[config.mk]
export PLATFORM = sky130hd
export DESIGN_NAME = circular_queue_engine
export DESIGN_NICKNAME = d
export VERILOG_FILES = /design/src/rtl/cqe_pkg.sv /design/src/rtl/cqe_slot_cell.sv /design/src/rtl/circular_queue_engine.sv
export SDC_FILE = /design/constraint.sdc
export NUM_CORES = 1
export LEC_CHECK = 0
export BUFFER_PORTS_ARGS = -buffer_cell sky130_fd_sc_hd__buf_2
export CAP_MARGIN = 20
export CORE_UTILIZATION = 50
export CTS_BUF_LIST = sky130_fd_sc_hd__clkbuf_16
export DETAILED_ROUTE_END_ITERATION = 8
export GPL_TIMING_DRIVEN = 0
export PLACE_DENSITY_LB_ADDON = 0.3
export SYNTH_ARGS = -nofsm -noshare
export SYNTH_HDL_FRONTEND = slang
export SYNTH_SLANG_ARGS = --single-unit
[constraint.sdc]
create_clock -name clk -period 11.5 [get_ports clk]
set_input_delay 3.45 -clock clk [delete_from_list [all_inputs] [get_ports clk]]
set_output_delay 3.45 -clock clk [all_outputs]
set_load 0.02 [all_outputs]
[src/rtl/cqe_pkg.sv]
// ----------------------------------------------------------------------------
// cqe_pkg
// Types and codes shared by the circular queue engine.
// ----------------------------------------------------------------------------
package cqe_pkg;

  localparam int DATA_W = 32;
  localparam int FUNC_W = 2;
  localparam int STAT_W = 2;
  localparam int OCC_W  = 5;

  localparam logic [FUNC_W-1:0] FN_ENQ    = 2'd0;
  localparam logic [FUNC_W-1:0] FN_DEQ    = 2'd1;
  localparam logic [FUNC_W-1:0] FN_PEEK_F = 2'd2;
  localparam logic [FUNC_W-1:0] FN_PEEK_R = 2'd3;

  localparam logic [STAT_W-1:0] ST_OK    = 2'd0;
  localparam logic [STAT_W-1:0] ST_FULL  = 2'd1;
  localparam logic [STAT_W-1:0] ST_EMPTY = 2'd2;

  typedef struct packed {
    logic [FUNC_W-1:0] func;
    logic [DATA_W-1:0] item_value;
  } cqe_in_t;

  typedef struct packed {
    logic [STAT_W-1:0] status;
    logic [DATA_W-1:0] read_value;
    logic [OCC_W-1:0]  occupancy;
  } cqe_out_t;

  // control travelling with a transaction along the slot chain
  typedef struct packed {
    logic              valid;
    logic              wr;
    logic              rd;
    logic [STAT_W-1:0] status;
    logic [OCC_W-1:0]  occ;
  } cqe_ctl_t;

endpackage

[src/rtl/cqe_slot_cell.sv]
// ----------------------------------------------------------------------------
// cqe_slot_cell
// One queue slot. Stores the word of its own slot index and passes each
// transaction on to the next cell, loading the slot word on a read hit.
// ----------------------------------------------------------------------------
module cqe_slot_cell
  import cqe_pkg::*;
#(
  parameter int IDX_W   = 4,
  parameter int CELL_ID = 0
) (
  input  logic              clk,
  input  logic              rst,
  input  cqe_ctl_t          in_ctl,
  input  logic [IDX_W-1:0]  in_idx,
  input  logic [DATA_W-1:0] in_data,
  output cqe_ctl_t          out_ctl,
  output logic [IDX_W-1:0]  out_idx,
  output logic [DATA_W-1:0] out_data
);

  logic [DATA_W-1:0] slot;
  logic              hit;

  assign hit = in_ctl.valid && (in_idx == IDX_W'(CELL_ID));

  always_ff @(posedge clk) begin
    if (hit && in_ctl.wr) begin
      slot <= in_data;
    end
  end

  always_ff @(posedge clk) begin
    if (rst) begin
      out_ctl <= '0;
    end else begin
      out_ctl <= in_ctl;
    end
    out_idx <= in_idx;
    if (hit && in_ctl.rd) begin
      out_data <= slot;
    end else begin
      out_data <= in_data;
    end
  end

endmodule

[src/rtl/circular_queue_engine.sv]
// ----------------------------------------------------------------------------
// circular_queue_engine
// Circular FIFO queue of 32-bit words with a configurable capacity in use.
// ----------------------------------------------------------------------------
// Command channel: a transaction (cmd.func, cmd.item_value) is taken at a
// clock edge with start high and busy low. busy is high only during reset.
// func selects enqueue, dequeue, peek front or peek rear.
// Result channel: result_valid marks one cycle carrying status, read_value
// and occupancy; the receiver cannot stall, so results are never held.
// Config: cfg_wr_en writes cfg_wr_data into the capacity register.
// Head, tail and count are resolved at acceptance; the transaction then
// walks a chain of DEPTH slot cells, one cell per cycle, where the addressed
// cell writes or reads its word.
// result_valid and result are taken from the output of the last slot cell.
// Throughput: one transaction per cycle, results in command order.
// Reset: queue empty, capacity DEPTH capped at 31, chain emptied; slot words stay
// undefined until written.
// ----------------------------------------------------------------------------
module circular_queue_engine
  import cqe_pkg::*;
#(
  parameter int DEPTH = 16
) (
  input  logic             clk,
  input  logic             rst,
  input  logic             start,
  output logic             busy,
  input  cqe_in_t          cmd,
  input  logic             cfg_wr_en,
  input  logic [OCC_W-1:0] cfg_wr_data,
  output logic             result_valid,
  output cqe_out_t         result
);

  localparam int IDX_W   = (DEPTH > 1) ? $clog2(DEPTH) : 1;
  localparam int CMP_W   = ((IDX_W > OCC_W) ? IDX_W : OCC_W) + 1;
  localparam int CAP_MAX = (1 << OCC_W) - 1;
  localparam logic [OCC_W-1:0] CAP_RST = OCC_W'((DEPTH > CAP_MAX) ? CAP_MAX : DEPTH);

  logic [OCC_W-1:0] capacity;
  logic [OCC_W-1:0] cap_eff;
  logic [IDX_W-1:0] head;
  logic [IDX_W-1:0] head_next;
  logic [IDX_W-1:0] tail;
  logic [IDX_W-1:0] tail_next;
  logic [OCC_W-1:0] count;
  logic [OCC_W-1:0] count_next;
  logic             accept;

  cqe_ctl_t          ctl_s  [0:DEPTH];
  logic [IDX_W-1:0]  idx_s  [0:DEPTH];
  logic [DATA_W-1:0] data_s [0:DEPTH];

  function automatic logic [IDX_W-1:0] advance(input logic [IDX_W-1:0] i,
                                               input logic [OCC_W-1:0] c);
    logic [CMP_W-1:0] n;
    n = CMP_W'(i) + CMP_W'(1);
    return (n >= CMP_W'(c)) ? '0 : n[IDX_W-1:0];
  endfunction

  assign busy   = rst;
  assign accept = start && !busy;

  always_ff @(posedge clk) begin
    if (rst) begin
      capacity <= CAP_RST;
    end else if (cfg_wr_en) begin
      capacity <= cfg_wr_data;
    end
  end

  always_comb begin
    if (capacity == '0) begin
      cap_eff = OCC_W'(1);
    end else if (int'(capacity) > DEPTH) begin
      cap_eff = CAP_RST;
    end else begin
      cap_eff = capacity;
    end
  end

  always_comb begin
    head_next        = head;
    tail_next        = tail;
    count_next       = count;
    ctl_s[0].valid   = accept;
    ctl_s[0].wr      = 1'b0;
    ctl_s[0].rd      = 1'b0;
    ctl_s[0].status  = ST_OK;
    idx_s[0]         = head;
    data_s[0]        = '0;
    case (cmd.func)
      FN_ENQ: begin
        if (count >= cap_eff) begin
          ctl_s[0].status = ST_FULL;
        end else begin
          if (count == '0) begin
            head_next = '0;
            tail_next = '0;
          end else begin
            tail_next = advance(tail, cap_eff);
          end
          ctl_s[0].wr = 1'b1;
          idx_s[0]    = tail_next;
          data_s[0]   = cmd.item_value;
          count_next  = count + OCC_W'(1);
        end
      end
      default: begin
        if (count == '0) begin
          ctl_s[0].status = ST_EMPTY;
        end else begin
          ctl_s[0].rd = 1'b1;
          case (cmd.func)
            FN_DEQ: begin
              if (count == OCC_W'(1)) begin
                head_next = '0;
                tail_next = '0;
              end else begin
                head_next = advance(head, cap_eff);
              end
              count_next = count - OCC_W'(1);
            end
            FN_PEEK_R: begin
              idx_s[0] = tail;
            end
            default: begin
              idx_s[0] = head;
            end
          endcase
        end
      end
    endcase
    ctl_s[0].occ = count_next;
  end

  always_ff @(posedge clk) begin
    if (rst) begin
      head  <= '0;
      tail  <= '0;
      count <= '0;
    end else if (accept) begin
      head  <= head_next;
      tail  <= tail_next;
      count <= count_next;
    end
  end

  for (genvar g = 0; g < DEPTH; g++) begin : g_cell
    cqe_slot_cell #(
      .IDX_W   (IDX_W),
      .CELL_ID (g)
    ) u_cell (
      .clk      (clk),
      .rst      (rst),
      .in_ctl   (ctl_s[g]),
      .in_idx   (idx_s[g]),
      .in_data  (data_s[g]),
      .out_ctl  (ctl_s[g+1]),
      .out_idx  (idx_s[g+1]),
      .out_data (data_s[g+1])
    );
  end

  assign result_valid      = ctl_s[DEPTH].valid;
  assign result.status     = ctl_s[DEPTH].status;
  assign result.read_value = ctl_s[DEPTH].rd ? data_s[DEPTH] : '0;
  assign result.occupancy  = ctl_s[DEPTH].occ;

endmodule

**Word-level counts from Yosys, hierarchy flattened**

Index checks and enable logic that the tools add are counted.

- Memories: 0
- Logic and storage cells: 267
- Flip-flop bits (word level): 1261
- Output and inout port bits: 41
- Bits in read-only memories: 0
- Bits in writable memories: 0
- Bits in latches: 0

- Shifts and indexed selects: 0
- Equality and inequality tests: 21
- Bitwise logic cells: 0
- Multiplexer cells: 50
- $mul: 0
- Order comparisons: 4
- $add $sub $neg: 4
- Reduce and logical (&&, ||, !) cells: 58
- Divide/modulo/power cells: 0

Operators by type and width:

| operator | count |
|---|---|
| two-way mux 32 bit | 19 |
| two-way mux 4 bit | 18 |
| logical AND 1 bit | 49 |
| equality test 4 bit, second input constant | 8 |
| two-way mux 5 bit | 6 |
| equality test 4 x 3 -> 1 bit, second input constant | 4 |
| >= comparator 5 bit | 3 |
| adder 4 x 1 -> 5 bit, second input constant | 2 |
| logical NOT 5 bit | 2 |
| AND reduction 5 bit | 2 |
| equality test 4 x 2 -> 1 bit, second input constant | 2 |
| adder 5 x 1 -> 5 bit, second input constant | 1 |
| equality test 5 x 1 -> 1 bit, second input constant | 1 |
| > comparator 5 bit, second input constant | 1 |
| two-way mux 1 bit | 5 |
| subtractor 5 x 1 -> 5 bit, second input constant | 1 |
| equality test 4 x 1 -> 1 bit, second input constant | 1 |
| logical NOT 4 bit | 1 |
| two-way mux 2 bit | 2 |
| inequality test 2 bit, second input constant | 2 |
| nonzero test 2 bit | 2 |
| equality test 2 x 1 -> 1 bit, second input constant | 1 |
| equality test 2 bit, second input constant | 1 |
| logical NOT 2 bit | 1 |
| other kinds (2) | 2 |

**Depth between registers and ports, before layout**

- Word-level depth: 12
- Mapped depth: 11
- Mapped depth without buffers: 10

**Modules after synthesis**

Synthesis repeated with hierarchy kept, for this count alone.

- Cell total of the unflattened synthesis: 2326
- Area total of the unflattened synthesis: 42052.8 µm²

Modules (own cells, without submodules):

| module | cells an instance | area each (µm²) | instances | sequential area each (µm²) |
|---|---|---|---|---|
| cqe_slot_cell at g_cell[10].u_cell ... | 128 | 2536.2 | 4 | 1881.8 |
| cqe_slot_cell at g_cell[11].u_cell ... | 128 | 2532.4 | 4 | 1881.8 |
| cqe_slot_cell at g_cell[4].u_cell ... | 128 | 2522.4 | 2 | 1881.8 |
| cqe_slot_cell at g_cell[1].u_cell ... | 126 | 2499.9 | 2 | 1881.8 |
| cqe_slot_cell at g_cell[0].u_cell | 128 | 2519.9 | 1 | 1881.8 |
| cqe_slot_cell at g_cell[12].u_cell | 128 | 2377.3 | 1 | 1881.8 |
| cqe_slot_cell at g_cell[15].u_cell | 128 | 2373.5 | 1 | 1881.8 |
| cqe_slot_cell at g_cell[3].u_cell | 127 | 2372.3 | 1 | 1881.8 |
| circular_queue_engine | 283 | 2090.8 | 1 | 360.3 |

**Worst setup path after synthesis**

No wires, ideal clock.

- Kind: in2reg
- Start: input port cmd[32] (netlist bit)
- End: register g_cell[0].u_cell.slot[0], enable pin
- Setup time: 461 ps
- Arrival: 7163 ps
- Required time: 11039 ps
- Setup slack: 3875 ps
- Stages: 8
- Cell sequence: clkbuf_1 -> or2_2 -> nor2_1 -> a21oi_1 -> a222oi_1 -> nand4b_4 -> buf_6 -> nor3_1

- Word-level cells in the longest chain between the ends: 7
- Elaborated cells between the ends (all ways): 9

RTL lines:

| element | RTL line | text |
|---|---|---|
| from (decl) | circular_queue_engine.sv:28 | `input cqe_in_t cmd,` |
| equality test 2 bit | circular_queue_engine.sv:114 | `case (cmd.func)` |
| two-way mux 4 bit | circular_queue_engine.sv:114 |  |
| two-way mux 4 bit | circular_queue_engine.sv:110 | `if (count == '0) begin` |
| two-way mux 4 bit | circular_queue_engine.sv:92 | `case (cmd.func)` |
| logical NOT 4 bit | cqe_slot_cell.sv:25 | `assign hit = in_ctl.valid && (in_idx == IDX_W'(CELL_ID));` |
| logical AND 1 bit | cqe_slot_cell.sv:25 |  |
| logical AND 1 bit * | cqe_slot_cell.sv:28 | `if (hit && in_ctl.wr) begin` |
| to (signal assigned) | cqe_slot_cell.sv:29 | `slot <= in_data;` |
| to (decl) | cqe_slot_cell.sv:22 | `logic [DATA_W-1:0] slot;` |

Every way passes the cells marked *; elsewhere a longest branch is shown, timed or not.
A chain may end at the register's enable or synchronous reset.

**Worst setup path after layout**

- Start: input port rst
- End: output port busy

RTL lines:

| element | RTL line | text |
|---|---|---|
| from (decl) | circular_queue_engine.sv:25 | `input logic rst,` |
| to (decl) | circular_queue_engine.sv:27 | `output logic busy,` |

No word-level cell between the ends.

==> out/metrics.yaml <==
gp_congestion: 0.815
cts_tree: "done"
synth_most_common_cell: "dfxtp_1"
setup_tns_ns: 0
grt_max_degree: 25
critPathMaxFanout: 7
routed_wl_microns: 52700
die-width_microns: 284
whs_path_depth: 0
ant_nets: 0
dp_hpwl_microns: 35300
synth_cell_types: 62
relSlewSlack: 0.484
hold_violations: 0
synth_edf_count: 512
routed_via_density: 4.71
final_layout_size_suffix_gt1_frac: 0.295
cts-htree-levels: 3
start_util: 0.509
cts_hold_buf: 0
area_delta_synth_final_pct: 14.7
ys_seq_area_frac: 0.765
final_nets: 2674
cp_top_family: "buffers and inverters"
crit_type: "input port to output pin"
std_cell_rows: 102
postSynthAreaPerCell_sq_um: 16.6
die-height_microns: 284
power.internal_mw: 7.20
hold_class: "flop to flop"
leakagePower_nw: 17.8
dr_wl_met3_microns: 1950
top_layer_used: "met4"
cts.sinks: 1261
routedWlPerCell_microns: 14.1
wl_met1_microns: 22500
clkPwrFrac: 0.399
rsz0062_at_grt: "no"
cts_buffer_depth: 3
grt_pass1_wl_microns: 91200
worst_slew_pin_slew_ns: 0.763
ys.warnings.count: 0
critPathBufInv: 3
drv_cap: 0
ys_top_cells_by_count: "749 x dfxtp_1, 512 x edfxtp_1, 482 x mux2_2, 154 x nor2b_1, 96 x nand2_1"
cp.arrival_ns: 3.90
post_dp_cell_area_sq_um: 41800
slowest_delay_ns: 0.18
cp_slowest_cell: "buf_2"
drtIter0Drc: 810
clock_skew_ns: 0.0129
power.switching_mw: 1.85
synthFlopType: "dfxtp_1"
syn_area_sq_um: 39700
cpMostUsedCell: "buf_2"
first_global_vias: 18686
synthArstFlopShare: 0
synth_top_area_cell: "edfxtp_1"
dp_cells: 3534
syn-num-nets: 2458
path_cells: "buf_2 -> buf_4 -> buf_2"
diodes: 0
power_frac_seq: 0.559
nFillCells: 5788
dr.pass1.iters: 5
endpoint_kind: "output pin"
design_area_sq_um: 45500
min_period_ns: 7.35
r2r_cells: 12
drc: 0
ctsResizeCount: 0
coreArea_sq_um: 78000
vias: 17683
fmax_ghz: 0.136
dieArea_sq_um: 80500
numCtsBuffers: 115
synth_cells: 2395
combPwrFrac: 0.043
fin_cells: 3754
clkTransAtPathRegs_ns: 0.06
dr_wl_met2_microns: 27000
overflow: 0
cts_setup_buffers: 0
antenna_found_initial: 0
fin_crit_sh: 0.639
powerDensity_nw_per_um2: 199
hold-worst-slack_ns: 0.348
setup_viol: 0
critPathLaunchType: "input port"
status: "finished clean"
fin_total_pwr_mw: 9.06
cp.required_ns: 8.05
slew_viol_final: 0
synthTopCellsByArea: "edfxtp_1 39%, dfxtp_1 38%, mux2_2 14%"
ios: 84
io_buffers: 82
grtUsageTotal: 0.135
synth_top_area_share: 0.387
synth-seq-cells: 1261
clk_latency_ns: 0.66
switching_share: 0.205
cts-root-buf: "clkbuf_16"
worstSetupPathDepth: 3
ir_drop_mv: 0.135
[per-layer routing]
metal | vias up | global-route usage
li1 | 8956 | -
met1 | 8342 | 0.159
met2 | 284 | 0.241
met3 | 101 | 0.0294
met4 | 0 | 0.0455
met5 | - | 0
[registers in the layout, summed over array words and instances (netlist names)]
register                count
g_cell.u_cell.out_ctl     159
g_cell.u_cell.out_data    512
count                       5
g_cell.u_cell.out_idx      60
tail                        4
g_cell.u_cell.slot        512
capacity                    5
head                        4
[power groups by stage]
stage                     clock [mW]  sequential, mW  combinational (mW)
after floorplan                    0            5.11               0.309
after global placement             0            5.14               0.366
after detailed placement           0            5.16               0.380
after CTS                       3.71            5.07               0.388
after global routing            3.90            5.09               0.430
final                           3.61            5.06               0.386
[cells by family after synthesis]
group	share of synthesized area
buffers and inverters	0.0147
DFF	0.765
AOI/OAI and AO/OA	0.0199
adders and majority gates	0.00631
muxes	0.138
and+or+nand+nor	0.0546
xor gates and xnor gates	0.00110
[cell usage in the layout (no fill, tap or decap), types with 6 or more instances in the layout]
master / instances
a21oi_1: 18
and2_1: 43
and3_1: 6
buf_1: 39
buf_16: 14
buf_2: 86
buf_4: 8
buf_6: 6
bufinv_16: 10
clkbuf_1: 37
clkbuf_16: 115
clkinv_1: 37
clkinv_2: 21
clkinvlp_4: 7
dfxtp_1: 749
edfxtp_1: 512
ha_1: 20
inv_1: 65
mux2_2: 482
nand2_1: 96
nand3_1: 9
nor2_1: 42
nor2b_1: 154
nor3_1: 9
o21ai_0: 7
o31ai_2: 28
[through the flow]
step / worst slack (ns) / util
floorplan: 3.88 / -
global placement: 2.84 / 0.531
detailed placement: 4.12 / 0.536
CTS: 4.12 / 0.584
global route: 4.10 / 0.584
finish: 4.15 / 0.584
[area by class of cell]
| cell class | count | area (sq um) | area share |
|---|---|---|---|
| clock buffers | 115 | 2880 | 0.0632 |
| clock inverters | 105 | 811 | 0.0178 |
| flip-flops and latches | 1261 | 30400 | 0.667 |
| well taps | 1040 | 1300 | 0.0286 |
| inverters | 45 | 169 | 0.00371 |
| multi-input cells | 996 | 8730 | 0.192 |
| plain buffers | 93 | 415 | 0.00913 |
| repair buffers | 99 | 833 | 0.0183 |
[worst paths after layout]
kind | startpoint | endpoint | slack [ns]
setup / recovery | rst | busy | 4.15
hold / removal | g_cell[6].u_cell.out_idx[3]$_DFF_P_ | g_cell[7].u_cell.out_idx[3]$_DFF_P_ | 0.35
hold reg to reg | g_cell[6].u_cell.out_idx[3]$_DFF_P_ | g_cell[7].u_cell.out_idx[3]$_DFF_P_ | 0.35
setup reg to reg | capacity[1]$_SDFFE_PP0P_ | g_cell[0].u_cell.slot[14]$_DFFE_PP_ | 7.62
Note: power is estimated with default switching activity, not from simulation.
